===== src/rtl/lpec_pkg.sv =====
// Types, codes and constant tables shared by the LED pixel effect compositor.
`timescale 1ns / 1ps
package lpec_pkg;

  localparam int unsigned MAX_COLUMNS     = 64;
  localparam int unsigned WAVE_TABLE_SIZE = 256;

  localparam logic [6:0]  MAX_COLUMNS_W    = 7'(MAX_COLUMNS);
  localparam logic [16:0] BLINK_FULL_SCALE = 17'd65471;
  localparam logic [4:0]  PIX_DIV_LAST     = 5'd19;
  localparam logic [4:0]  TICK_DIV_LAST    = 5'd11;

  typedef enum logic [1:0] {
    CMD_PIXEL = 2'd0,
    CMD_TICK  = 2'd1,
    CMD_SET   = 2'd2
  } cmd_t;

  typedef enum logic [2:0] {
    CFG_COLUMN_COUNT   = 3'd0,
    CFG_CENTER_COLUMNS = 3'd1,
    CFG_SIDE_COLUMNS   = 3'd2,
    CFG_STROBE_PERIOD  = 3'd3,
    CFG_BLINK_PERIOD   = 3'd4,
    CFG_BLINK_FLOOR    = 3'd5
  } cfg_idx_t;

  typedef enum logic [1:0] {
    ZONE_LEFT   = 2'd0,
    ZONE_CENTER = 2'd1,
    ZONE_RIGHT  = 2'd2,
    ZONE_NONE   = 2'd3
  } zone_t;

  typedef enum logic [1:0] {
    EFF_NONE   = 2'd0,
    EFF_BLINK  = 2'd1,
    EFF_STROBE = 2'd2
  } eff_t;

  // phase slots: strobe, then the three blink zones
  typedef enum logic [1:0] {
    PH_STROBE = 2'd0,
    PH_LEFT   = 2'd1,
    PH_CENTER = 2'd2,
    PH_RIGHT  = 2'd3
  } phase_t;

  typedef enum logic [3:0] {
    ST_IDLE,
    ST_DECODE,
    ST_BLEND,
    ST_EVAL,
    ST_PDIV,
    ST_LUT,
    ST_SCALE,
    ST_APPLY,
    ST_OUT,
    ST_TCHK,
    ST_TDIV,
    ST_TUPD,
    ST_SET
  } state_t;

  typedef struct packed {
    logic [1:0] command;
    logic [7:0] from_red;
    logic [7:0] from_green;
    logic [7:0] from_blue;
    logic [7:0] to_red;
    logic [7:0] to_green;
    logic [7:0] to_blue;
    logic [5:0] visual_column;
    logic [8:0] fade_progress;
    logic       strobe_request;
    logic [2:0] blink_request;
  } in_item_t;

  typedef struct packed {
    logic [7:0] shown_red;
    logic [7:0] shown_green;
    logic [7:0] shown_blue;
    logic [7:0] kept_red;
    logic [7:0] kept_green;
    logic [7:0] kept_blue;
  } out_item_t;

  typedef struct packed {
    logic   load_in;
    logic   blend_load;
    logic   div_load;
    logic   div_tick;
    phase_t tick_sel;
    logic   div_step;
    logic   lut_load;
    logic   scale_load;
    logic   apply_load;
    logic   out_load;
    logic   tick_update;
    logic   set_update;
  } dp_cmd_t;

  typedef struct packed {
    logic [1:0] command;
    eff_t       eff;
    logic [3:0] tick_act;
  } dp_stat_t;

  typedef logic [8:0] wave_lut_t [WAVE_TABLE_SIZE];

  // shift-subtract quotient, evaluated at elaboration only
  function automatic longint unsigned udiv(longint unsigned num, longint unsigned den);
    longint unsigned q;
    longint unsigned rem;
    q   = 64'd0;
    rem = 64'd0;
    for (int b = 63; b >= 0; b--) begin
      rem = {rem[62:0], num[b]};
      if (rem >= den) begin
        rem  = rem - den;
        q[b] = 1'b1;
      end
    end
    return q;
  endfunction

  // Q8 strobe wave for one step, evaluated at elaboration only
  function automatic logic [8:0] wave_entry(longint unsigned k);
    longint unsigned n;
    longint unsigned prod;
    longint unsigned num;
    longint unsigned den;
    longint unsigned s;
    n    = longint'(WAVE_TABLE_SIZE);
    prod = k * (n - k);
    num  = (64'd16 * prod) << 16;
    den  = 64'd5 * n * n - 64'd4 * prod;
    s    = udiv(num, den);
    if (s > 64'd65536) s = 64'd65536;
    return 9'((s * s + (64'd1 << 23)) >> 24);
  endfunction

  function automatic wave_lut_t build_wave_lut();
    wave_lut_t lut;
    for (int i = 0; i < WAVE_TABLE_SIZE; i++) begin
      lut[i] = wave_entry(longint'(i));
    end
    return lut;
  endfunction

  localparam wave_lut_t WAVE_LUT = build_wave_lut();

endpackage


===== src/rtl/lpec_in_if.sv =====
// Input channel: valid/ready handshake carrying one command item.
`timescale 1ns / 1ps
interface lpec_in_if;
  logic       valid;
  logic       ready;
  logic [1:0] command;
  logic [7:0] from_red;
  logic [7:0] from_green;
  logic [7:0] from_blue;
  logic [7:0] to_red;
  logic [7:0] to_green;
  logic [7:0] to_blue;
  logic [5:0] visual_column;
  logic [8:0] fade_progress;
  logic       strobe_request;
  logic [2:0] blink_request;

  modport source (
    output valid, command, from_red, from_green, from_blue, to_red, to_green, to_blue,
           visual_column, fade_progress, strobe_request, blink_request,
    input  ready
  );
  modport sink (
    input  valid, command, from_red, from_green, from_blue, to_red, to_green, to_blue,
           visual_column, fade_progress, strobe_request, blink_request,
    output ready
  );
endinterface


===== src/rtl/lpec_out_if.sv =====
// Result channel: valid/ready handshake carrying the shown and kept colors.
`timescale 1ns / 1ps
interface lpec_out_if;
  logic       valid;
  logic       ready;
  logic [7:0] shown_red;
  logic [7:0] shown_green;
  logic [7:0] shown_blue;
  logic [7:0] kept_red;
  logic [7:0] kept_green;
  logic [7:0] kept_blue;

  modport source (
    output valid, shown_red, shown_green, shown_blue, kept_red, kept_green, kept_blue,
    input  ready
  );
  modport sink (
    input  valid, shown_red, shown_green, shown_blue, kept_red, kept_green, kept_blue,
    output ready
  );
endinterface


===== src/rtl/lpec_dpath.sv =====
// Datapath: config, effect state, blends, zone map, phase divider and scaling.
`timescale 1ns / 1ps
module lpec_dpath (
  input  logic                clk,
  input  logic                rst_n,
  input  logic                cfg_we,
  input  logic [2:0]          cfg_index,
  input  logic [11:0]         cfg_data,
  input  lpec_pkg::in_item_t  in_item,
  input  lpec_pkg::dp_cmd_t   cmd,
  output lpec_pkg::dp_stat_t  stat,
  output lpec_pkg::out_item_t out_item
);

  function automatic logic [7:0] blend8(logic [7:0] a, logic [7:0] b, logic [8:0] w);
    logic signed [18:0] v;
    v = $signed({3'b000, a, 8'h00})
      + ($signed({1'b0, b}) - $signed({1'b0, a})) * $signed({1'b0, w});
    return v[15:8];
  endfunction

  // configuration registers
  logic [6:0]  col_cnt_r, ctr_cols_r, side_cols_r;
  logic [11:0] strobe_per_r, blink_per_r;
  logic [8:0]  floor_r;

  always_ff @(posedge clk) begin
    if (!rst_n) begin
      col_cnt_r    <= 7'd32;
      ctr_cols_r   <= 7'd3;
      side_cols_r  <= 7'd12;
      strobe_per_r <= 12'd800;
      blink_per_r  <= 12'd2500;
      floor_r      <= 9'd26;
    end else if (cfg_we) begin
      case (cfg_index)
        lpec_pkg::CFG_COLUMN_COUNT:   col_cnt_r    <= cfg_data[6:0];
        lpec_pkg::CFG_CENTER_COLUMNS: ctr_cols_r   <= cfg_data[6:0];
        lpec_pkg::CFG_SIDE_COLUMNS:   side_cols_r  <= cfg_data[6:0];
        lpec_pkg::CFG_STROBE_PERIOD:  strobe_per_r <= cfg_data;
        lpec_pkg::CFG_BLINK_PERIOD:   blink_per_r  <= cfg_data;
        lpec_pkg::CFG_BLINK_FLOOR:    floor_r      <= cfg_data[8:0];
        default: ;
      endcase
    end
  end

  // captured transaction
  lpec_pkg::in_item_t item_r;
  always_ff @(posedge clk) begin
    if (cmd.load_in) item_r <= in_item;
  end

  // fade blend and zone map
  logic [8:0] prog;
  logic [6:0] cc, cw, sw, v;
  logic [5:0] cs;
  logic [7:0] cend;
  lpec_pkg::zone_t zone_c, zone_r;
  logic [7:0] kept_r [3];
  logic [7:0] shown_r [3];

  assign prog = (item_r.fade_progress > 9'd256) ? 9'd256 : item_r.fade_progress;
  assign cc   = (col_cnt_r > lpec_pkg::MAX_COLUMNS_W) ? lpec_pkg::MAX_COLUMNS_W : col_cnt_r;
  assign cw   = (ctr_cols_r < cc) ? ctr_cols_r : cc;
  assign sw   = (side_cols_r < cc) ? side_cols_r : cc;
  assign cs   = 6'((cc - cw) >> 1);
  assign cend = {2'b00, cs} + {1'b0, cw};
  assign v    = {1'b0, item_r.visual_column};

  always_comb begin
    if (v >= cc) zone_c = lpec_pkg::ZONE_NONE;
    else if (v >= {1'b0, cs} && {1'b0, v} < cend) zone_c = lpec_pkg::ZONE_CENTER;
    else if (v >= cc - sw) zone_c = lpec_pkg::ZONE_LEFT;
    else if (v < sw) zone_c = lpec_pkg::ZONE_RIGHT;
    else zone_c = lpec_pkg::ZONE_NONE;
  end

  always_ff @(posedge clk) begin
    if (cmd.blend_load) begin
      kept_r[0] <= blend8(item_r.from_red, item_r.to_red, prog);
      kept_r[1] <= blend8(item_r.from_green, item_r.to_green, prog);
      kept_r[2] <= blend8(item_r.from_blue, item_r.to_blue, prog);
      zone_r    <= zone_c;
    end
  end

  // effect state
  logic        strobe_on_r;
  logic [11:0] strobe_time_r;
  logic [2:0]  blink_on_r;
  logic [11:0] blink_time_r [3];

  logic lit;
  lpec_pkg::eff_t eff;
  assign lit = |{kept_r[0], kept_r[1], kept_r[2]};
  always_comb begin
    if (strobe_on_r) eff = lpec_pkg::EFF_STROBE;
    else if (zone_r != lpec_pkg::ZONE_NONE && blink_on_r[zone_r] && lit)
      eff = lpec_pkg::EFF_BLINK;
    else eff = lpec_pkg::EFF_NONE;
  end

  assign stat.command  = item_r.command;
  assign stat.eff      = eff;
  assign stat.tick_act = {blink_on_r, strobe_on_r};

  // phase divider: quotient of {t, 8'h00} / p, remainder once all 12 bits of t are shifted in is t mod p
  lpec_pkg::phase_t ph_c, ph_r;
  logic [11:0] src_t, src_p;
  logic [11:0] per_r, rem_r;
  logic [19:0] dvd_r;
  logic [7:0]  quo_r;
  logic [12:0] rem_sh, rem_sub;
  logic        ge;

  always_comb begin
    if (cmd.div_tick) ph_c = cmd.tick_sel;
    else if (eff == lpec_pkg::EFF_STROBE) ph_c = lpec_pkg::PH_STROBE;
    else begin
      case (zone_r)
        lpec_pkg::ZONE_LEFT:   ph_c = lpec_pkg::PH_LEFT;
        lpec_pkg::ZONE_CENTER: ph_c = lpec_pkg::PH_CENTER;
        default:               ph_c = lpec_pkg::PH_RIGHT;
      endcase
    end
    case (ph_c)
      lpec_pkg::PH_STROBE: begin src_t = strobe_time_r;   src_p = strobe_per_r; end
      lpec_pkg::PH_LEFT:   begin src_t = blink_time_r[0]; src_p = blink_per_r; end
      lpec_pkg::PH_CENTER: begin src_t = blink_time_r[1]; src_p = blink_per_r; end
      default:             begin src_t = blink_time_r[2]; src_p = blink_per_r; end
    endcase
  end

  assign rem_sh  = {rem_r, dvd_r[19]};
  assign ge      = rem_sh >= {1'b0, per_r};
  assign rem_sub = rem_sh - {1'b0, per_r};

  always_ff @(posedge clk) begin
    if (cmd.div_load) begin
      ph_r  <= ph_c;
      per_r <= (src_p == 12'd0) ? 12'd1 : src_p;
      dvd_r <= {src_t, 8'h00};
      rem_r <= 12'd0;
      quo_r <= 8'd0;
    end else if (cmd.div_step) begin
      dvd_r <= {dvd_r[18:0], 1'b0};
      rem_r <= ge ? rem_sub[11:0] : rem_sh[11:0];
      quo_r <= {quo_r[6:0], ge};
    end
  end

  // tick advance and effect enables
  logic [12:0] t_inc;
  logic [11:0] t_new;
  assign t_inc = {1'b0, rem_r} + 13'd1;
  assign t_new = (t_inc >= {1'b0, per_r}) ? 12'd0 : t_inc[11:0];

  always_ff @(posedge clk) begin
    if (!rst_n) begin
      strobe_on_r   <= 1'b0;
      strobe_time_r <= 12'd0;
      blink_on_r    <= 3'b000;
      for (int i = 0; i < 3; i++) blink_time_r[i] <= 12'd0;
    end else if (cmd.tick_update) begin
      case (ph_r)
        lpec_pkg::PH_STROBE: strobe_time_r   <= t_new;
        lpec_pkg::PH_LEFT:   blink_time_r[0] <= t_new;
        lpec_pkg::PH_CENTER: blink_time_r[1] <= t_new;
        default:             blink_time_r[2] <= t_new;
      endcase
    end else if (cmd.set_update) begin
      strobe_on_r <= item_r.strobe_request;
      if (!item_r.strobe_request || !strobe_on_r) strobe_time_r <= 12'd0;
      blink_on_r <= item_r.blink_request;
      for (int i = 0; i < 3; i++) begin
        if (!item_r.blink_request[i] || !blink_on_r[i]) blink_time_r[i] <= 12'd0;
      end
    end
  end

  // wave lookup, blink scale, final color
  logic [8:0]  w_r, f, mix, f_inv;
  logic [16:0] sc_r;
  logic [17:0] sc_c;
  logic [7:0]  target;
  logic [24:0] scaled [3];

  assign f      = (floor_r > 9'd256) ? 9'd256 : floor_r;
  assign f_inv  = 9'd256 - f;
  assign mix    = 9'd256 - w_r;
  assign sc_c   = {1'b0, f, 8'h00} + ({9'd0, f_inv} * {9'd0, mix});
  assign target = lit ? 8'h00 : 8'hFF;

  always_comb begin
    for (int i = 0; i < 3; i++) scaled[i] = {17'd0, kept_r[i]} * {8'd0, sc_r};
  end

  always_ff @(posedge clk) begin
    if (cmd.lut_load) w_r <= lpec_pkg::WAVE_LUT[quo_r];
    if (cmd.scale_load) sc_r <= sc_c[16:0];
    if (cmd.apply_load) begin
      for (int i = 0; i < 3; i++) begin
        case (eff)
          lpec_pkg::EFF_STROBE: shown_r[i] <= blend8(kept_r[i], target, w_r);
          lpec_pkg::EFF_BLINK: begin
            if (sc_r < lpec_pkg::BLINK_FULL_SCALE) shown_r[i] <= scaled[i][23:16];
            else shown_r[i] <= kept_r[i];
          end
          default: shown_r[i] <= kept_r[i];
        endcase
      end
    end
  end

  // output register
  always_ff @(posedge clk) begin
    if (cmd.out_load) begin
      out_item.shown_red   <= shown_r[0];
      out_item.shown_green <= shown_r[1];
      out_item.shown_blue  <= shown_r[2];
      out_item.kept_red    <= kept_r[0];
      out_item.kept_green  <= kept_r[1];
      out_item.kept_blue   <= kept_r[2];
    end
  end

endmodule


===== src/rtl/lpec_ctrl.sv =====
// Controller: sequences pixel, tick and set transactions over the datapath.
`timescale 1ns / 1ps
module lpec_ctrl (
  input  logic               clk,
  input  logic               rst_n,
  input  logic               in_valid,
  output logic               in_ready,
  output logic               out_valid,
  input  logic               out_ready,
  input  lpec_pkg::dp_stat_t stat,
  output lpec_pkg::dp_cmd_t  cmd
);

  lpec_pkg::state_t state_r, state_nxt;
  logic [4:0]       cnt_r, cnt_nxt;
  lpec_pkg::phase_t sel_r, sel_nxt;
  logic             out_valid_r, out_valid_nxt;

  always_ff @(posedge clk) begin
    if (!rst_n) begin
      state_r     <= lpec_pkg::ST_IDLE;
      cnt_r       <= 5'd0;
      sel_r       <= lpec_pkg::PH_STROBE;
      out_valid_r <= 1'b0;
    end else begin
      state_r     <= state_nxt;
      cnt_r       <= cnt_nxt;
      sel_r       <= sel_nxt;
      out_valid_r <= out_valid_nxt;
    end
  end

  assign out_valid = out_valid_r;

  always_comb begin
    state_nxt = state_r;
    cnt_nxt   = cnt_r;
    sel_nxt   = sel_r;
    in_ready  = 1'b0;
    cmd       = '0;
    cmd.tick_sel = sel_r;
    case (state_r)
      lpec_pkg::ST_IDLE: begin
        in_ready = 1'b1;
        if (in_valid) begin
          cmd.load_in = 1'b1;
          state_nxt   = lpec_pkg::ST_DECODE;
        end
      end
      lpec_pkg::ST_DECODE: begin
        case (stat.command)
          lpec_pkg::CMD_PIXEL: state_nxt = lpec_pkg::ST_BLEND;
          lpec_pkg::CMD_TICK: begin
            sel_nxt   = lpec_pkg::PH_STROBE;
            state_nxt = lpec_pkg::ST_TCHK;
          end
          lpec_pkg::CMD_SET: state_nxt = lpec_pkg::ST_SET;
          default: state_nxt = lpec_pkg::ST_IDLE;
        endcase
      end
      lpec_pkg::ST_BLEND: begin
        cmd.blend_load = 1'b1;
        state_nxt      = lpec_pkg::ST_EVAL;
      end
      lpec_pkg::ST_EVAL: begin
        if (stat.eff == lpec_pkg::EFF_NONE) state_nxt = lpec_pkg::ST_APPLY;
        else begin
          cmd.div_load = 1'b1;
          cnt_nxt      = 5'd0;
          state_nxt    = lpec_pkg::ST_PDIV;
        end
      end
      lpec_pkg::ST_PDIV: begin
        cmd.div_step = 1'b1;
        cnt_nxt      = cnt_r + 5'd1;
        if (cnt_r == lpec_pkg::PIX_DIV_LAST) state_nxt = lpec_pkg::ST_LUT;
      end
      lpec_pkg::ST_LUT: begin
        cmd.lut_load = 1'b1;
        state_nxt    = lpec_pkg::ST_SCALE;
      end
      lpec_pkg::ST_SCALE: begin
        cmd.scale_load = 1'b1;
        state_nxt      = lpec_pkg::ST_APPLY;
      end
      lpec_pkg::ST_APPLY: begin
        cmd.apply_load = 1'b1;
        state_nxt      = lpec_pkg::ST_OUT;
      end
      lpec_pkg::ST_OUT: begin
        // hold until the output register is free
        if (!out_valid_r || out_ready) begin
          cmd.out_load = 1'b1;
          state_nxt    = lpec_pkg::ST_IDLE;
        end
      end
      lpec_pkg::ST_TCHK: begin
        if (stat.tick_act[sel_r]) begin
          cmd.div_load = 1'b1;
          cmd.div_tick = 1'b1;
          cnt_nxt      = 5'd0;
          state_nxt    = lpec_pkg::ST_TDIV;
        end else if (sel_r == lpec_pkg::PH_RIGHT) state_nxt = lpec_pkg::ST_IDLE;
        else sel_nxt = lpec_pkg::phase_t'(sel_r + 2'd1);
      end
      lpec_pkg::ST_TDIV: begin
        cmd.div_step = 1'b1;
        cnt_nxt      = cnt_r + 5'd1;
        if (cnt_r == lpec_pkg::TICK_DIV_LAST) state_nxt = lpec_pkg::ST_TUPD;
      end
      lpec_pkg::ST_TUPD: begin
        cmd.tick_update = 1'b1;
        if (sel_r == lpec_pkg::PH_RIGHT) state_nxt = lpec_pkg::ST_IDLE;
        else begin
          sel_nxt   = lpec_pkg::phase_t'(sel_r + 2'd1);
          state_nxt = lpec_pkg::ST_TCHK;
        end
      end
      lpec_pkg::ST_SET: begin
        cmd.set_update = 1'b1;
        state_nxt      = lpec_pkg::ST_IDLE;
      end
      default: state_nxt = lpec_pkg::ST_IDLE;
    endcase

    if (cmd.out_load) out_valid_nxt = 1'b1;
    else if (out_ready) out_valid_nxt = 1'b0;
    else out_valid_nxt = out_valid_r;
  end

endmodule


===== src/rtl/led_pixel_effect_compositor.sv =====
// Pixel: decode, blend, apply and output; with blink or strobe a 20-step restoring
// divider finds the wave step, and a wave lookup and a scale step follow before apply.
// Tick: each active phase runs 12 divider steps for the phase modulo, then an update.
// Set: loads the effect requests. One transaction is worked at a time; the output
// register frees the result side.
// Synchronous active-low reset restores register defaults and clears all effects.
`timescale 1ns / 1ps
module led_pixel_effect_compositor (
  input  logic        clk,
  input  logic        rst_n,
  lpec_in_if.sink     in_ch,
  lpec_out_if.source  out_ch,
  input  logic        cfg_we,
  input  logic [2:0]  cfg_index,
  input  logic [11:0] cfg_data
);

  lpec_pkg::in_item_t  in_item;
  lpec_pkg::out_item_t out_item;
  lpec_pkg::dp_cmd_t   cmd;
  lpec_pkg::dp_stat_t  stat;

  assign in_item.command        = in_ch.command;
  assign in_item.from_red       = in_ch.from_red;
  assign in_item.from_green     = in_ch.from_green;
  assign in_item.from_blue      = in_ch.from_blue;
  assign in_item.to_red         = in_ch.to_red;
  assign in_item.to_green       = in_ch.to_green;
  assign in_item.to_blue        = in_ch.to_blue;
  assign in_item.visual_column  = in_ch.visual_column;
  assign in_item.fade_progress  = in_ch.fade_progress;
  assign in_item.strobe_request = in_ch.strobe_request;
  assign in_item.blink_request  = in_ch.blink_request;

  assign out_ch.shown_red   = out_item.shown_red;
  assign out_ch.shown_green = out_item.shown_green;
  assign out_ch.shown_blue  = out_item.shown_blue;
  assign out_ch.kept_red    = out_item.kept_red;
  assign out_ch.kept_green  = out_item.kept_green;
  assign out_ch.kept_blue   = out_item.kept_blue;

  lpec_ctrl u_ctrl (
    .clk       (clk),
    .rst_n     (rst_n),
    .in_valid  (in_ch.valid),
    .in_ready  (in_ch.ready),
    .out_valid (out_ch.valid),
    .out_ready (out_ch.ready),
    .stat      (stat),
    .cmd       (cmd)
  );

  lpec_dpath u_dpath (
    .clk       (clk),
    .rst_n     (rst_n),
    .cfg_we    (cfg_we),
    .cfg_index (cfg_index),
    .cfg_data  (cfg_data),
    .in_item   (in_item),
    .cmd       (cmd),
    .stat      (stat),
    .out_item  (out_item)
  );

endmodule

===== src/flat_wrapper.sv =====
// flat-port wrapper written by rule: the top's interface ports become plain ports
module led_pixel_effect_compositor_flat 
  (clk, rst_n, cfg_we, cfg_index, cfg_data, in_ch_valid, in_ch_command, in_ch_from_red, in_ch_from_green, in_ch_from_blue, in_ch_to_red, in_ch_to_green, in_ch_to_blue, in_ch_visual_column, in_ch_fade_progress, in_ch_strobe_request, in_ch_blink_request, in_ch_ready, out_ch_valid, out_ch_shown_red, out_ch_shown_green, out_ch_shown_blue, out_ch_kept_red, out_ch_kept_green, out_ch_kept_blue, out_ch_ready);
  lpec_in_if in_ch_i ();
  lpec_out_if out_ch_i ();
  input  logic clk;
  input  logic rst_n;
  input  logic cfg_we;
  input  logic [2:0] cfg_index;
  input  logic [11:0] cfg_data;
  input wire logic [$bits(in_ch_i.valid)-1:0] in_ch_valid;
  input wire logic [$bits(in_ch_i.command)-1:0] in_ch_command;
  input wire logic [$bits(in_ch_i.from_red)-1:0] in_ch_from_red;
  input wire logic [$bits(in_ch_i.from_green)-1:0] in_ch_from_green;
  input wire logic [$bits(in_ch_i.from_blue)-1:0] in_ch_from_blue;
  input wire logic [$bits(in_ch_i.to_red)-1:0] in_ch_to_red;
  input wire logic [$bits(in_ch_i.to_green)-1:0] in_ch_to_green;
  input wire logic [$bits(in_ch_i.to_blue)-1:0] in_ch_to_blue;
  input wire logic [$bits(in_ch_i.visual_column)-1:0] in_ch_visual_column;
  input wire logic [$bits(in_ch_i.fade_progress)-1:0] in_ch_fade_progress;
  input wire logic [$bits(in_ch_i.strobe_request)-1:0] in_ch_strobe_request;
  input wire logic [$bits(in_ch_i.blink_request)-1:0] in_ch_blink_request;
  output wire logic [$bits(in_ch_i.ready)-1:0] in_ch_ready;
  output wire logic [$bits(out_ch_i.valid)-1:0] out_ch_valid;
  output wire logic [$bits(out_ch_i.shown_red)-1:0] out_ch_shown_red;
  output wire logic [$bits(out_ch_i.shown_green)-1:0] out_ch_shown_green;
  output wire logic [$bits(out_ch_i.shown_blue)-1:0] out_ch_shown_blue;
  output wire logic [$bits(out_ch_i.kept_red)-1:0] out_ch_kept_red;
  output wire logic [$bits(out_ch_i.kept_green)-1:0] out_ch_kept_green;
  output wire logic [$bits(out_ch_i.kept_blue)-1:0] out_ch_kept_blue;
  input wire logic [$bits(out_ch_i.ready)-1:0] out_ch_ready;
  assign in_ch_i.valid = in_ch_valid;
  assign in_ch_i.command = in_ch_command;
  assign in_ch_i.from_red = in_ch_from_red;
  assign in_ch_i.from_green = in_ch_from_green;
  assign in_ch_i.from_blue = in_ch_from_blue;
  assign in_ch_i.to_red = in_ch_to_red;
  assign in_ch_i.to_green = in_ch_to_green;
  assign in_ch_i.to_blue = in_ch_to_blue;
  assign in_ch_i.visual_column = in_ch_visual_column;
  assign in_ch_i.fade_progress = in_ch_fade_progress;
  assign in_ch_i.strobe_request = in_ch_strobe_request;
  assign in_ch_i.blink_request = in_ch_blink_request;
  assign in_ch_ready = in_ch_i.ready;
  assign out_ch_valid = out_ch_i.valid;
  assign out_ch_shown_red = out_ch_i.shown_red;
  assign out_ch_shown_green = out_ch_i.shown_green;
  assign out_ch_shown_blue = out_ch_i.shown_blue;
  assign out_ch_kept_red = out_ch_i.kept_red;
  assign out_ch_kept_green = out_ch_i.kept_green;
  assign out_ch_kept_blue = out_ch_i.kept_blue;
  assign out_ch_i.ready = out_ch_ready;
  led_pixel_effect_compositor u_core (.clk(clk), .rst_n(rst_n), .in_ch(in_ch_i), .out_ch(out_ch_i), .cfg_we(cfg_we), .cfg_index(cfg_index), .cfg_data(cfg_data));
endmodule

===== config.mk =====
export PLATFORM = sky130hd
export DESIGN_NAME = led_pixel_effect_compositor_flat
export DESIGN_NICKNAME = d
export VERILOG_FILES = /design/src/rtl/lpec_pkg.sv /design/src/rtl/lpec_in_if.sv /design/src/rtl/lpec_out_if.sv /design/src/rtl/lpec_dpath.sv /design/src/rtl/lpec_ctrl.sv /design/src/rtl/led_pixel_effect_compositor.sv /design/src/flat_wrapper.sv
export SDC_FILE = /design/constraint.sdc
export NUM_CORES = 2
export LEC_CHECK = 0
export BUFFER_PORTS_ARGS = -buffer_cell sky130_fd_sc_hd__buf_4
export CORE_MARGIN = 1
export CORE_UTILIZATION = 52
export CTS_CLUSTER_SIZE = 28
export DETAILED_ROUTE_END_ITERATION = 7
export PLACE_DENSITY_LB_ADDON = 0.08
export SYNTH_ARGS = -nofsm -noshare
export SYNTH_HDL_FRONTEND = slang
export SYNTH_HIERARCHICAL = 1
export SYNTH_SLANG_ARGS = --single-unit
export TNS_END_PERCENT = 20

===== constraint.sdc =====
create_clock -name clk -period 8.7 [get_ports clk]
set_clock_uncertainty 0.05 [all_clocks]
set_input_delay 0.435 -clock clk [delete_from_list [all_inputs] [get_ports clk]]
set_output_delay 0.435 -clock clk [all_outputs]
set_load 0.02 [all_outputs]

==> results.json <==
{
  "status": "completed",
  "finalHoldViolations": 0,
  "drv_slew": 0,
  "area_growth_pct": 9.48,
  "synth_top_area_share_pct": 27.0,
  "routabilityCongestion": 0.868,
  "period_share_pct": 94.7,
  "coreArea_um2": 93700,
  "synth_seq_cells": 357,
  "rr_worst_depth": 30,
  "cts_tree": "built",
  "ys_warn_count": 6,
  "hold_depth": 3,
  "htreeDepth": 2,
  "finalSetupViolations": 0,
  "wl_per_cell_um": 18.4,
  "cts_setup_buffers": 0,
  "ios": 139,
  "clkLatencyLatePin_ps": 660,
  "final_common_cell": "inv_1",
  "endpoint_kind": "flip-flop",
  "startpoint_type": "flip-flop",
  "rrSetupSlack_ps": 460,
  "vias": 37400,
  "cp_max_fo": 14,
  "avgSynthCellArea_um2": 9.11,
  "first_pass_iters": 5,
  "yosysSeqAreaShare_pct": 19.6,
  "critPathKind": "reg2reg",
  "fmax_ghz": 0.121,
  "timing.max_slew.rel_slack_pct": 25.0,
  "arrival_ps": 8540,
  "tightest_slew_ps": 1110,
  "cpMostUsedCell": "inv_1",
  "cpPeakStageDelay_ps": 530,
  "syn_area_um2": 49400,
  "drtIter0Drc": 2380,
  "crit_required_ps": 9000,
  "worst_path_max_delay_cell": "fa_1",
  "synth_largest_area_cell": "fa_1",
  "fill_cells": 8358,
  "critical_path_buf_inv_count": 6,
  "via_per_inst": 5.47,
  "async_flop_share_pct": 0,
  "grt_pass1_wl_mm": 203,
  "final_cell_mix": "inv_1 (878), nand2_1 (750), fa_1 (666)",
  "maxCapViolCount": 0,
  "grtUsageTotal_pct": 26.8,
  "cts.sinks": 357,
  "nets": 6804,
  "grt.overflow.total": 0,
  "die_w_um": 310,
  "grt_antenna_before_repair": 1,
  "period_minus_slack_ps": 8240,
  "post-route-drc-count": 0,
  "grt_pass1_vias": 38100,
  "ant_nets": 0,
  "n_antenna_cell": 0,
  "hp-class": "in2reg",
  "hp-start": "cfg_data[2]",
  "synthesis.nets": 6691,
  "rows": 112,
  "setup_tns_ps": 0,
  "root_buffer": "clkbuf_16",
  "hpwl_mm": 94.3,
  "timing.rr.start": "u_core/u_dpath/kept_r[0][20]",
  "numCtsBuffers": 43,
  "yosys_most_used_dff": "edfxtp_1",
  "crit_family": "adder cells",
  "r2r_end": "u_core/u_dpath/shown_r[2][5]",
  "grt_max_degree": 85,
  "die_area_um2": 96300,
  "syn_inst": 5429,
  "grt_setup_unrepaired": "false",
  "port_buffers": 138,
  "synth_edf_count": 255,
  "clkSlewWorstSetupHoldPaths_ps": 60,
  "hold_end": "u_core/u_dpath/side_cols_r[2]",
  "start_util_pct": 52.7,
  "clk_path_buf_depth": 3,
  "die_y_um": 310,
  "yosys-top-cells-area": "fa_1 (27%), edfxtp_1 (15%), ha_1 (13%)",
  "ys_types": 89,
  "final_layout_size_suffix_gt1_share_pct": 6.94,
  "drt_wl_total_mm": 125
}
[cell usage after synthesis (52+ instances only)]
| cell type | number |
|---|---|
| o21ai_0 | 143 |
| and2_1 | 314 |
| nor3_1 | 63 |
| nor2b_1 | 60 |
| fa_1 | 666 |
| inv_1 | 878 |
| xor2_1 | 67 |
| nand2b_1 | 111 |
| clkbuf_1 | 199 |
| edfxtp_1 | 255 |
| xnor2_1 | 150 |
| nand2_1 | 750 |
| dfxtp_1 | 102 |
| nand3_1 | 76 |
| a21oi_1 | 192 |
| mux2i_1 | 52 |
| nor2_1 | 284 |
| ha_1 | 507 |
[tightest hold or removal path, delay by kind of cell]
kind | cells | cell delay [ps]
AND/OR/NAND/NOR | 2 | 130
buffers and inverters | 1 | 140
[final cells by class]
| type | instances | area, um^2 | share of cell area, % |
|---|---|---|---|
| tap | 1254 | 1570 | 2.90 |
| inverter | 880 | 3300 | 6.10 |
| timing repair buffer | 310 | 2520 | 4.66 |
| multi-input combinational | 3950 | 35600 | 65.7 |
| sequential | 357 | 9700 | 17.9 |
| clock buffer | 58 | 1170 | 2.17 |
| clock inverter | 20 | 304 | 0.562 |
[cell families (layout without fill, tap and decap cells)]
kind of cell    Yosys count  in the layout  synth area share [%]
simple gates           1822           1822                  17.7
fa+ha+maj              1173           1173                  39.8
buf+inv                1122           1268                  8.59
compound gates          653            653                  8.54
flops                   357            357                  19.6
xor+xnor                219            219                  3.94
mux                      83             83                  1.80
[sequential cells by signal (all words and copies together), names as in the netlist, 8 cells and up]
name                          flops
u_core/u_dpath/blink_per_r       12
u_core/u_dpath/blink_time_r      36
u_core/u_dpath/dvd_r             12
u_core/u_dpath/floor_r            9
u_core/u_dpath/item_r            67
u_core/u_dpath/kept_r            24
u_core/u_dpath/out_item          48
u_core/u_dpath/per_r             12
u_core/u_dpath/quo_r              8
u_core/u_dpath/rem_r             12
u_core/u_dpath/sc_r              17
u_core/u_dpath/shown_r           24
u_core/u_dpath/strobe_per_r      12
u_core/u_dpath/strobe_time_r     12
u_core/u_dpath/w_r                9
[what timing repair did]
action | CTS | global route
resized for setup | 0 | 2
setup endpoints to repair | 0 | 2
hold endpoints to repair | 82 | 0
hold buffers | 77 | 0
[worst max-delay path by stage]
stage | start | slack [ps] | endpoint | cells past startpoint
final | u_core/u_dpath/kept_r[0][20] | 460 | u_core/u_dpath/shown_r[2][5] | 30
after floorplan | u_core/u_dpath/kept_r[0][1] | 1000 | u_core/u_dpath/shown_r[0][7] | 27
after global placement | u_core/u_dpath/kept_r[0][20] | 400 | u_core/u_dpath/shown_r[2][5] | 28
after global routing | u_core/u_dpath/kept_r[0][20] | 20 | u_core/u_dpath/shown_r[2][5] | 30
after CTS | u_core/u_dpath/kept_r[0][20] | 220 | u_core/u_dpath/shown_r[2][5] | 28
after detailed placement | u_core/u_dpath/kept_r[0][20] | 210 | u_core/u_dpath/shown_r[2][5] | 28
[per-stage QoR]
stage | cells | area [um^2] | hold slack [ps] | utilization, % | worst slack, ps
3_5_place_dp | 6674 | 51900 | 355 | 55.3 | 213
6_report | 6829 | 54100 | 47.8 | 57.7 | 459
4_1_cts | 6829 | 54100 | 1.20 | 57.7 | 217
2_1_floorplan | 5429 | 49400 | 350 | - | 1000
3_3_place_gp | 6674 | 51900 | 350 | 55.3 | 399
5_1_grt | 6829 | 54100 | 55.7 | 57.7 | 22.7
[layer usage]
layer  GRT usage (%)  share of wire [%]
met5               0              0.010
met4            7.06                2.2
met3            3.30                5.0
met2            45.0                 48
met1            36.6                 45
Power is not shown: default switching activity piles up to over one toggle a cycle in this logic, so the estimate is an artifact.
